<file path="src/design/ffba_pkg.sv">
package ffba_pkg;

    localparam int unsigned BLOCK_BYTES_DEF   = 64;
    localparam int unsigned HEAP_BLOCKS_DEF   = 1024;
    localparam int unsigned HEADER_BYTES_DEF  = 16;
    localparam int unsigned MAX_FRAGMENTS_DEF = 64;

    localparam int unsigned SIZE_W   = 24;
    localparam int unsigned OFFSET_W = 16;
    localparam int unsigned STATUS_W = 2;

    localparam int unsigned S_TDATA_W = 40;
    localparam int unsigned S_TUSER_W = 2;
    localparam int unsigned M_TDATA_W = 24;

    localparam logic OP_ALLOC = 1'b0;
    localparam logic OP_FREE  = 1'b1;

    localparam logic [STATUS_W-1:0] ST_OK         = 2'd0;
    localparam logic [STATUS_W-1:0] ST_NO_SPACE   = 2'd1;
    localparam logic [STATUS_W-1:0] ST_NOT_FOUND  = 2'd2;
    localparam logic [STATUS_W-1:0] ST_TABLE_FULL = 2'd3;

    typedef struct packed {
        logic start;
        logic done;
    } div_ctl_t;

endpackage

</file>
<file path="src/design/ffba_cell.sv">
module ffba_cell #(
    parameter int unsigned ENT_W = 26
) (
    input  logic             clk,
    input  logic             shift,
    input  logic [ENT_W-1:0] d,
    output logic [ENT_W-1:0] q
);

    logic [ENT_W-1:0] entry_reg;

    always_ff @(posedge clk)
    begin
        if (shift)
        begin
            entry_reg <= d;
        end
    end

    assign q = entry_reg;

endmodule

</file>
<file path="src/design/ffba_div.sv">
module ffba_div #(
    parameter int unsigned NUM_W   = 25,
    parameter int unsigned DIVISOR = ffba_pkg::BLOCK_BYTES_DEF,
    parameter int unsigned QUO_SAT = ffba_pkg::HEAP_BLOCKS_DEF
) (
    input  logic             clk,
    input  logic             rst_n,
    input  logic             start,
    input  logic [NUM_W-1:0] dividend,
    output logic             done,
    output logic [NUM_W-1:0] quotient
);

    // quotients above QUO_SAT all report as QUO_SAT + 1; below that the
    // reciprocal multiply is exact for every dividend under LIMIT
    localparam longint unsigned LIMIT = (64'(QUO_SAT) + 64'd1) * 64'(DIVISOR);
    localparam int unsigned X_W   = $clog2(LIMIT);
    localparam int unsigned D_W   = (DIVISOR > 1) ? $clog2(DIVISOR) : 1;
    localparam int unsigned SHIFT = X_W + D_W;
    localparam int unsigned R_W   = X_W + 2;
    localparam int unsigned P_W   = X_W + R_W;
    localparam longint unsigned RECIP = ((64'd1 << SHIFT) + 64'(DIVISOR) - 64'd1)
                                      / 64'(DIVISOR);

    logic             busy_reg;
    logic             done_reg;
    logic             over_reg;
    logic [X_W-1:0]   num_reg;
    logic [NUM_W-1:0] quo_reg;
    logic [P_W-1:0]   product;

    assign product = P_W'(num_reg) * P_W'(R_W'(RECIP));

    always_ff @(posedge clk or negedge rst_n)
    begin
        if (!rst_n)
        begin
            busy_reg <= 1'b0;
            done_reg <= 1'b0;
        end
        else
        begin
            busy_reg <= start;
            done_reg <= busy_reg;
        end
    end

    always_ff @(posedge clk)
    begin
        if (start)
        begin
            num_reg  <= X_W'(dividend);
            over_reg <= 64'(dividend) >= LIMIT;
        end
        if (busy_reg)
        begin
            quo_reg <= over_reg ? NUM_W'(QUO_SAT + 1) : NUM_W'(product[P_W-1:SHIFT]);
        end
    end

    assign done     = done_reg;
    assign quotient = quo_reg;

endmodule

</file>
<file path="src/design/first_fit_block_allocator_top.sv">
// First-fit block allocator over a heap of HEAP_BLOCKS blocks of BLOCK_BYTES bytes.
// Input channel s_*: one beat is one request. s_tuser[0] is the opcode (0 allocate,
// 1 free), s_tuser[1] marks the size as bytes (header added, rounded up to blocks).
// Output channel m_*: one beat per request, status and payload byte offset.
// The used-fragment table lives in a chain of MAX_FRAGMENTS cells that rotates one
// full turn per request; the controller reads the head cell and feeds the tail,
// inserting or dropping an entry on the way.
// After the accepting edge a request passes a setup state, the table turn and an
// output load before m_tvalid rises. A beat with the bytes flag set first passes
// the divide by BLOCK_BYTES, a registered reciprocal multiply.
// One request is in work at a time; s_tready returns the cycle after the result
// loads, so a new request is never taken before the last one is through.
// s_tready is high whenever no request is in work, also while a result waits.
// A stalled m_tready holds the result; a finished request then waits to load it.
// Reset empties the table (fragment count zero) and drops any pending result;
// no clearing pass is needed.
module first_fit_block_allocator_top #(
    parameter int unsigned BLOCK_BYTES   = ffba_pkg::BLOCK_BYTES_DEF,
    parameter int unsigned HEAP_BLOCKS   = ffba_pkg::HEAP_BLOCKS_DEF,
    parameter int unsigned HEADER_BYTES  = ffba_pkg::HEADER_BYTES_DEF,
    parameter int unsigned MAX_FRAGMENTS = ffba_pkg::MAX_FRAGMENTS_DEF
) (
    input  logic                             clk,
    input  logic                             rst_n,
    input  logic                             s_tvalid,
    output logic                             s_tready,
    input  logic [ffba_pkg::S_TDATA_W-1:0]   s_tdata,  // request_size, free_offset
    input  logic [ffba_pkg::S_TUSER_W-1:0]   s_tuser,  // opcode, size_in_bytes
    output logic                             m_tvalid,
    input  logic                             m_tready,
    output logic [ffba_pkg::M_TDATA_W-1:0]   m_tdata   // status, payload_offset, zero fill
);

    localparam int unsigned ADDR_W = $clog2(HEAP_BLOCKS);
    localparam int unsigned LEN_W  = $clog2(HEAP_BLOCKS + 1);
    localparam int unsigned ENT_W  = LEN_W + ADDR_W;
    localparam int unsigned CNT_W  = $clog2(MAX_FRAGMENTS + 1);
    localparam int unsigned NUM_W  = $clog2((2**ffba_pkg::SIZE_W) + HEADER_BYTES + BLOCK_BYTES);

    localparam logic [2:0] S_IDLE = 3'd0;
    localparam logic [2:0] S_DIV  = 3'd1;
    localparam logic [2:0] S_PREP = 3'd2;
    localparam logic [2:0] S_ROT  = 3'd3;
    localparam logic [2:0] S_DONE = 3'd4;

    localparam logic [1:0] M_SCAN = 2'd0;
    localparam logic [1:0] M_INS  = 2'd1;
    localparam logic [1:0] M_DEL  = 2'd2;
    localparam logic [1:0] M_PASS = 2'd3;

    function automatic logic [ffba_pkg::OFFSET_W-1:0] pay16(input logic [ADDR_W-1:0] s);
        logic [31:0] p;
        p = 32'(s) * 32'(BLOCK_BYTES) + 32'(HEADER_BYTES);
        return p[ffba_pkg::OFFSET_W-1:0];
    endfunction

    logic [2:0]                      state_reg;
    logic [1:0]                      mode_reg;
    logic [CNT_W-1:0]                step_reg;
    logic [CNT_W-1:0]                cnt_reg;
    logic                            op_reg;
    logic                            bytes_reg;
    logic [ffba_pkg::SIZE_W-1:0]     size_reg;
    logic [ffba_pkg::OFFSET_W-1:0]   off_reg;
    logic [LEN_W-1:0]                blk_reg;
    logic [LEN_W-1:0]                prev_end_reg;
    logic [ENT_W-1:0]                hold_reg;
    logic [ffba_pkg::STATUS_W-1:0]   status_reg;
    logic [ffba_pkg::OFFSET_W-1:0]   res_off_reg;
    logic                            m_valid_reg;
    logic [ffba_pkg::M_TDATA_W-1:0]  m_data_reg;

    ffba_pkg::div_ctl_t              div_ctl;
    logic [NUM_W-1:0]                div_quo;
    logic [NUM_W-1:0]                div_num;

    logic [ENT_W-1:0]                cell_q [MAX_FRAGMENTS];
    logic [ENT_W-1:0]                push;
    logic                            shift;

    logic                            s_fire;
    logic                            last_step;
    logic [ADDR_W-1:0]               h_start;
    logic [LEN_W-1:0]                h_start_ext;
    logic [LEN_W-1:0]                h_len;
    logic                            in_table;
    logic                            at_end;
    logic                            gap_fits;
    logic                            end_fits;
    logic                            off_match;
    logic [ENT_W-1:0]                new_ent;
    logic [NUM_W-1:0]                raw_blk;
    logic [NUM_W-1:0]                req_blk;
    logic                            out_load;

    assign s_tready = (state_reg == S_IDLE);
    assign s_fire   = s_tvalid && s_tready;

    assign div_num       = NUM_W'(s_tdata[ffba_pkg::SIZE_W-1:0])
                         + NUM_W'(HEADER_BYTES + BLOCK_BYTES - 1);
    assign div_ctl.start = s_fire && s_tuser[1];

    ffba_div #(
        .NUM_W   (NUM_W),
        .DIVISOR (BLOCK_BYTES),
        .QUO_SAT (HEAP_BLOCKS)
    ) u_div (
        .clk      (clk),
        .rst_n    (rst_n),
        .start    (div_ctl.start),
        .dividend (div_num),
        .done     (div_ctl.done),
        .quotient (div_quo)
    );

    assign shift = (state_reg == S_ROT);

    for (genvar i = 0; i < MAX_FRAGMENTS; i++)
    begin : g_cell
        logic [ENT_W-1:0] cell_d;
        if (i == MAX_FRAGMENTS - 1)
        begin : g_tail
            assign cell_d = push;
        end
        else
        begin : g_mid
            assign cell_d = cell_q[i+1];
        end
        ffba_cell #(
            .ENT_W (ENT_W)
        ) u_cell (
            .clk   (clk),
            .shift (shift),
            .d     (cell_d),
            .q     (cell_q[i])
        );
    end

    assign h_start     = cell_q[0][ADDR_W-1:0];
    assign h_len       = cell_q[0][ENT_W-1:ADDR_W];
    assign h_start_ext = LEN_W'(h_start);
    assign in_table    = step_reg < cnt_reg;
    assign at_end      = step_reg == cnt_reg;
    assign last_step   = step_reg == CNT_W'(MAX_FRAGMENTS - 1);
    assign gap_fits    = (h_start_ext >= prev_end_reg)
                      && ((h_start_ext - prev_end_reg) >= blk_reg);
    assign end_fits    = (prev_end_reg <= LEN_W'(HEAP_BLOCKS))
                      && ((LEN_W'(HEAP_BLOCKS) - prev_end_reg) >= blk_reg);
    assign off_match   = pay16(h_start) == off_reg;
    assign new_ent     = {blk_reg, prev_end_reg[ADDR_W-1:0]};

    assign raw_blk = bytes_reg ? div_quo : NUM_W'(size_reg);
    assign req_blk = (raw_blk == '0) ? NUM_W'(1) : raw_blk;

    always_comb
    begin
        push = cell_q[0];
        unique case (mode_reg)
            M_SCAN:
            begin
                if (op_reg == ffba_pkg::OP_ALLOC)
                begin
                    if ((in_table && gap_fits) || (at_end && end_fits))
                    begin
                        push = new_ent;
                    end
                end
                else if (in_table && off_match)
                begin
                    push = cell_q[1];
                end
            end
            M_INS:  push = hold_reg;
            M_DEL:  push = cell_q[1];
            M_PASS: push = cell_q[0];
            default: push = cell_q[0];
        endcase
    end

    assign out_load = (state_reg == S_DONE) && (!m_valid_reg || m_tready);

    always_ff @(posedge clk or negedge rst_n)
    begin
        if (!rst_n)
        begin
            state_reg   <= S_IDLE;
            mode_reg    <= M_SCAN;
            step_reg    <= '0;
            cnt_reg     <= '0;
            m_valid_reg <= 1'b0;
        end
        else
        begin
            if (out_load)
            begin
                m_valid_reg <= 1'b1;
            end
            else if (m_tready)
            begin
                m_valid_reg <= 1'b0;
            end
            unique case (state_reg)
                S_IDLE:
                begin
                    if (s_fire)
                    begin
                        state_reg <= s_tuser[1] ? S_DIV : S_PREP;
                    end
                end
                S_DIV:
                begin
                    if (div_ctl.done)
                    begin
                        state_reg <= S_PREP;
                    end
                end
                S_PREP:
                begin
                    step_reg  <= '0;
                    state_reg <= S_ROT;
                    mode_reg  <= M_SCAN;
                    if (op_reg == ffba_pkg::OP_ALLOC)
                    begin
                        if (req_blk > NUM_W'(HEAP_BLOCKS) || cnt_reg >= CNT_W'(MAX_FRAGMENTS))
                        begin
                            mode_reg <= M_PASS;
                        end
                    end
                end
                S_ROT:
                begin
                    step_reg <= step_reg + 1'b1;
                    if (mode_reg == M_SCAN)
                    begin
                        if (op_reg == ffba_pkg::OP_ALLOC)
                        begin
                            if ((in_table && gap_fits) || (at_end && end_fits))
                            begin
                                mode_reg <= M_INS;
                            end
                            else if (at_end)
                            begin
                                mode_reg <= M_PASS;
                            end
                        end
                        else if (in_table && off_match)
                        begin
                            mode_reg <= M_DEL;
                        end
                        else if (at_end)
                        begin
                            mode_reg <= M_PASS;
                        end
                    end
                    if (last_step)
                    begin
                        state_reg <= S_DONE;
                        if (mode_reg == M_INS ||
                            (mode_reg == M_SCAN && op_reg == ffba_pkg::OP_ALLOC &&
                             at_end && end_fits))
                        begin
                            cnt_reg <= cnt_reg + 1'b1;
                        end
                        else if (mode_reg == M_DEL ||
                                 (mode_reg == M_SCAN && op_reg == ffba_pkg::OP_FREE &&
                                  in_table && off_match))
                        begin
                            cnt_reg <= cnt_reg - 1'b1;
                        end
                    end
                end
                S_DONE:
                begin
                    if (out_load)
                    begin
                        state_reg <= S_IDLE;
                    end
                end
                default: state_reg <= S_IDLE;
            endcase
        end
    end

    always_ff @(posedge clk)
    begin
        if (s_fire)
        begin
            op_reg    <= s_tuser[0];
            bytes_reg <= s_tuser[1];
            size_reg  <= s_tdata[ffba_pkg::SIZE_W-1:0];
            off_reg   <= s_tdata[ffba_pkg::SIZE_W +: ffba_pkg::OFFSET_W];
        end
        if (state_reg == S_PREP)
        begin
            blk_reg      <= LEN_W'(req_blk);
            prev_end_reg <= '0;
            res_off_reg  <= '0;
            if (op_reg == ffba_pkg::OP_ALLOC)
            begin
                if (req_blk > NUM_W'(HEAP_BLOCKS))
                begin
                    status_reg <= ffba_pkg::ST_NO_SPACE;
                end
                else if (cnt_reg >= CNT_W'(MAX_FRAGMENTS))
                begin
                    status_reg <= ffba_pkg::ST_TABLE_FULL;
                end
                else
                begin
                    status_reg <= ffba_pkg::ST_NO_SPACE;
                end
            end
            else
            begin
                status_reg <= ffba_pkg::ST_NOT_FOUND;
            end
        end
        if (state_reg == S_ROT)
        begin
            hold_reg <= cell_q[0];
            if (mode_reg == M_SCAN)
            begin
                if (op_reg == ffba_pkg::OP_ALLOC)
                begin
                    if ((in_table && gap_fits) || (at_end && end_fits))
                    begin
                        status_reg  <= ffba_pkg::ST_OK;
                        res_off_reg <= pay16(prev_end_reg[ADDR_W-1:0]);
                    end
                    else if (in_table)
                    begin
                        prev_end_reg <= h_start_ext + h_len;
                    end
                end
                else if (in_table && off_match)
                begin
                    status_reg  <= ffba_pkg::ST_OK;
                    res_off_reg <= off_reg;
                end
            end
        end
        if (out_load)
        begin
            m_data_reg <= ffba_pkg::M_TDATA_W'({res_off_reg, status_reg});
        end
    end

    assign m_tvalid = m_valid_reg;
    assign m_tdata  = m_data_reg;

    a_cnt_bound: assert property (@(posedge clk) disable iff (!rst_n)
        cnt_reg <= CNT_W'(MAX_FRAGMENTS))
        else $error("fragment count beyond table depth");

    a_cnt_only_at_turn_end: assert property (@(posedge clk) disable iff (!rst_n)
        (cnt_reg != $past(cnt_reg)) |-> ($past(state_reg) == S_ROT && state_reg == S_DONE))
        else $error("fragment count moved outside the end of a table turn");

    a_valid_from_done: assert property (@(posedge clk) disable iff (!rst_n)
        $rose(m_valid_reg) |-> ($past(state_reg) == S_DONE && state_reg == S_IDLE))
        else $error("result raised without a finished request");

    a_fail_zero_offset: assert property (@(posedge clk) disable iff (!rst_n)
        (out_load && status_reg != ffba_pkg::ST_OK) |-> (res_off_reg == '0))
        else $error("failed request carries a nonzero offset");

    a_no_accept_busy: assert property (@(posedge clk) disable iff (!rst_n)
        (state_reg == S_ROT) |=> !s_fire)
        else $error("request taken while the table turns");

endmodule
</file>
<file path="config.mk">
export PLATFORM = sky130hd
export DESIGN_NAME = first_fit_block_allocator_top
export DESIGN_NICKNAME = d
export VERILOG_FILES = /design/src/design/ffba_pkg.sv /design/src/design/ffba_cell.sv /design/src/design/ffba_div.sv /design/src/design/first_fit_block_allocator_top.sv
export SDC_FILE = /design/constraint.sdc
export NUM_CORES = 1
export LEC_CHECK = 0
export ABC_AREA = 1
export BUFFER_PORTS_ARGS = -buffer_cell sky130_fd_sc_hd__buf_2
export CAP_MARGIN = 10
export CORE_AREA = 10 10 424 426
export DETAILED_ROUTE_END_ITERATION = 10
export DIE_AREA = 0 0 434 436
export PLACE_DENSITY = 0.47
export SETUP_SLACK_MARGIN = 0.2
export SYNTH_ARGS = -nofsm -noshare
export SYNTH_HDL_FRONTEND = slang
export SYNTH_HIERARCHICAL = 1
export SYNTH_SLANG_ARGS = --single-unit
</file>
<file path="constraint.sdc">
create_clock -name clk -period 22.9 [get_ports clk]
set_input_delay 4.58 -clock clk [delete_from_list [all_inputs] [get_ports clk]]
set_output_delay 4.58 -clock clk [all_outputs]
set_load 0.02 [all_outputs]
</file>
* Word-level counts from Yosys, hierarchy flattened *
Index checks and enable logic that the tools add are counted.

storage, ports and cells
  register bits after elaboration = 1530
  input port bits = 46
  output and inout port bits = 26
  logic and storage cells = 193

operators by class
  reductions and logical operators = 29
  multiplexer cells = 46
  bitwise logic cells = 1
  $lt $le $gt $ge = 8
  $add $sub $neg = 9
  equal/unequal tests = 15

operators with widths
  kind                                                              count
  2-to-1 mux 16 bit                                                 6
  one-hot mux 21 bit (4 select lines)                               1
  2-to-1 mux 11 bit                                                 6
  2-to-1 mux 21 bit                                                 3
  2-to-1 mux 25 bit                                                 2
  2-to-1 mux 2 bit                                                  17
  adder 16 x 5 -> 16 bit (second input constant)                    2
  adder 24 x 7 -> 25 bit (second input constant)                    1
  >= comparator 25 x 17 -> 1 bit (second input constant)            1
  greater-than comparator 25 x 11 -> 1 bit (second input constant)  1
  logical NOT 25 bit                                                1
  >= comparator 11 bit                                              2
  equality test 16 bit                                              1
  one-hot mux 3 bit (5 select lines)                                1
  adder 7 x 1 -> 7 bit (second input constant)                      2
  logical AND 1 bit                                                 14
  2-to-1 mux 7 bit                                                  2
  one-hot mux 7 bit (2 select lines)                                1
  2-to-1 mux 3 bit                                                  4
  adder 10 x 11 -> 11 bit                                           1
  >= comparator 10 x 11 -> 1 bit                                    1
  less-or-equal comparator 11 bit (second input constant)           1
  subtractor 10 x 11 -> 11 bit                                      1
  subtractor 11 bit (first input constant)                          1
  other kinds (23)                                                  35

* Depth between registers and ports, before layout *
  depth after elaboration = 11
  gate-level depth with buffers = 28
  depth with buffers taken out = 28

* Modules after synthesis *
Netlist, hierarchy kept.

by module, submodules not included
  module                         times used  sequential area each (um2)  cells an instance  area each (um2)
  ffba_cell                      64          630.6                       21                 630.6
  first_fit_block_allocator_top  1           3843.7                      1262               9565.4
  ffba_div                       1           740.7                       77                 1003.5

* Worst setup path before layout *
Ideal clock, no wire load.

  path kind = reg2reg
  from = reg state_reg[0]
  to = reg g_cell[0].u_cell.entry_reg[0], enable pin
  setup slack = 5.513 ns
  period minus slack after synthesis = 17.387 ns
  path buffers = 2
  stages on the path, launching flop included = 5
  setup time = 1.146 ns
  arrival = 16.241 ns
  data required time = 21.754 ns
  path through = dfrtp_1 > nand2_1 > nor2_2 > clkbuf_1 > buf_2

on the way
  longest elaborated chain between the ends = 1

RTL lines
  element                       RTL line                              RTL
  start: declaration            first_fit_block_allocator_top.sv:57   logic [2:0] state_reg;
  start signal: assignment      first_fit_block_allocator_top.sv:207  state_reg <= s_tuser[1] ? S_DIV : S_PREP;
  equality test 3 x 2 -> 1 bit  first_fit_block_allocator_top.sv:116  assign shift = (state_reg == S_ROT);
  named net shift               first_fit_block_allocator_top.sv:79   logic shift;
  end signal: assignment        ffba_cell.sv:16                       entry_reg <= d;
  end: declaration              ffba_cell.sv:10                       logic [ENT_W-1:0] entry_reg;

The timed path passes the listed nets, and every way through them passes these cells.
A chain may end at the register's enable or synchronous reset.

* Final worst setup path *
  from = reg state_reg[0]
  to = out s_tready

on the way
  longest elaborated chain between the ends = 1

RTL lines
  element            RTL line                             RTL
  logical NOT 3 bit  first_fit_block_allocator_top.sv:96  assign s_tready = (state_reg == S_IDLE);
  end: declaration   first_fit_block_allocator_top.sv:26  output logic s_tready,

Every way passes these cells.

==> results.md <==
- Worst-path fanout max: 4
- Antenna violations before repair: 1
- Post-Synthesis Cells: around 2700
- Router iterations before antenna repair: 5
- Die footprint: between 150000 and 200000 um2
- Core area: 171000 um2
- GPL Wtd Cong: 0.831
- Hold path start: g_cell[18].u_cell/q[3]
- Die X: between 400 and 500 um
- Worst setup path startpoint: state_reg[0]
- Die Ht: 436 um
- Drt drc: 0
- Grt ovf: 0
- WL final: roughly 82 mm
- PortBufs: 65
- Gates resized, CTS repair: 0
- Met1 usage: 0.127
- Worst VDD drop: approximately 0.11 mV
- Final Max Slew Viols: 0
- Hold Vio Cnt, Final: 0
- WP data arrival: 1.74 ns
- Period utilisation layout: 0.276
- Max reg flops: approximately 1300
- GR met3 Demand/Resource: 0.0221
- Outcome: complete, no violations
- Highest Clock Rate: around 0.16 GHz
- Post-CTS setup buffers: 0
- Setup Total Neg Slack: 0 ns
- Slew HR: 0.224
- Largest net degree at the start of global routing: around 200
- Initial Util: 0.298
- Sink Count: between 1500 and 2000
- Final Skew: about 0.05 ns
- IO Count: 72
- RSZ-0062 raised after global routing: no
- Syn_area_per_cell: about 19 um2
- Placed cells: between 4000 and 5000
- Startpoint Class: flop
- Routed Antenna Nets: 0
- Final Critical Period: 6.32 ns
- Share of cells above drive strength 1: 0.110
- Leakage power total: between 0.02 and 0.025 uW
- MaxCap Viol Count: 0
- R2r setup slk: 17.33 ns
- Routed vias/inst: 4.15
- Final worst slack: about 17 ns
- Reg2Reg Launch Point: state_reg[0]
- Post-route cell area: approximately 60000 um2
- Fillers: approximately 16000
- Clock Pin Slew Worst Setup and Hold Paths: roughly 0.060 ns
- CTS H-tree depth: 4
- Nets@finish: around 3000
- Initial DRC count: 1915
- Kind of critical path: reg2out
- Post-DP HPWL: 45.8 mm
- Hold Buf Count CTS: 0
- CP Capture Type: output pin
- Growth of design area from synthesis to finish: 15.9%
- PD cells: between 100 and 150 nW/um2
- Req. time, crit path: between 15 and 20 ns
- Filler-free cell count of the finished design: 5237
- Vias: approximately 22000
- Worst slack, placed: between 15 and 20 ns
- Clock network latency to the later pin of the worst-skew pair: 0.77 ns
- Util after Layout: 0.345
- TritonCTS clock tree: done
- Setup violations, final: 0
- Mapped Area: roughly 51000 um2
- Bufs on Longest Clock Path: 3
- Post-Place Cell Area: 53900 um2
- Tightest Pin Transition: ~1.2 ns
- Per-cell routed wire length: around 16 um
- Root buf cell: clkbuf_16
- Met2 usage: 0.119
- First-pass GRT wire length: between 100 and 150 mm
- GR peak layer: met1
- Total GRT Usage: 0.0862
- Inserted Clock Buffers: 151
- Synth warnings: 6
- FP Rows: 152
- Vias in the first global route: ~21000
- HP Class: reg2reg
## placed cells by master (no fill, tap or decap), types with 5 or more instances in the layout
cell / n
nand2_1: 338
nor3_1: 16
dfrtp_1: 22
a21oi_1: 71
o21ai_1: 11
nand3_1: 90
or2_2: 6
o211ai_1: 12
conb_1: 20
clkbuf_16: 153
buf_4: 15
clkinv_1: 34
inv_1: 158
ha_1: 57
xnor2_1: 11
nor2_1: 113
diode_2: 7
nand4_1: 16
buf_2: 65
clkbuf_1: 35
clkinv_2: 18
edfxtp_1: 1459
dfxtp_1: 29
o21ai_0: 92
inv_16: 5
inv_2: 9
a31oi_1: 19
bufinv_16: 14
xor2_1: 39
## power breakdown
group | switching, uW | internal [uW]
registers | 308 | 4540
clock network | 1040 | 1420
logic | 925 | 210
total | 2270 | 6170
## per-stage QoR
step | power, uW | hold slack, ns
floorplan | 6340 | 0.400
global placement | 6060 | 0.400
detailed placement | 6060 | 0.405
CTS | 8600 | 0.402
global route | 8920 | 0.413
finish | 8440 | 0.400
## worst max-delay path: stages, from the launching register on
cell and delay [ns]:
dfrtp_1 0.41, nor2_1 0.11, inv_1 0.06, nor2_1 0.17
buf_2 0.21
## routing by layer
metal | vias to the layer above | share of wire
li1 | 10300 | -
met1 | 10900 | 0.50
met2 | 350 | 0.42
met3 | 167 | 0.042
met4 | 0 | 0.032
met5 | - | 0
## cell type report
class                           instances  area [um2]  share of cell area
Antenna cell                            7        17.5            0.000297
Inverter                              168         631              0.0107
Clock inverter                         86         978              0.0166
Timing Repair Buffer                   84         518             0.00879
Tap cell                             2233        2790              0.0474
Multi-Input combinational cell        957        5060              0.0858
Clock buffer                          192        4020              0.0681
Sequential cell                      1510       44900               0.762
## worst paths after layout
| kind | cells past startpoint | endpoint |
|---|---|---|
| setup / recovery | 4 | s_tready |
| hold / removal | 0 | g_cell[17].u_cell/q[3] |
| setup reg to reg | 7 | g_cell[5].u_cell/q[17] |
| hold reg to reg | 0 | g_cell[17].u_cell/q[3] |
| max in group asynchronous | 1 | u_div/busy_reg |
| min in group asynchronous | 1 | state_reg[1] |
(Power assumes the default switching activity.)
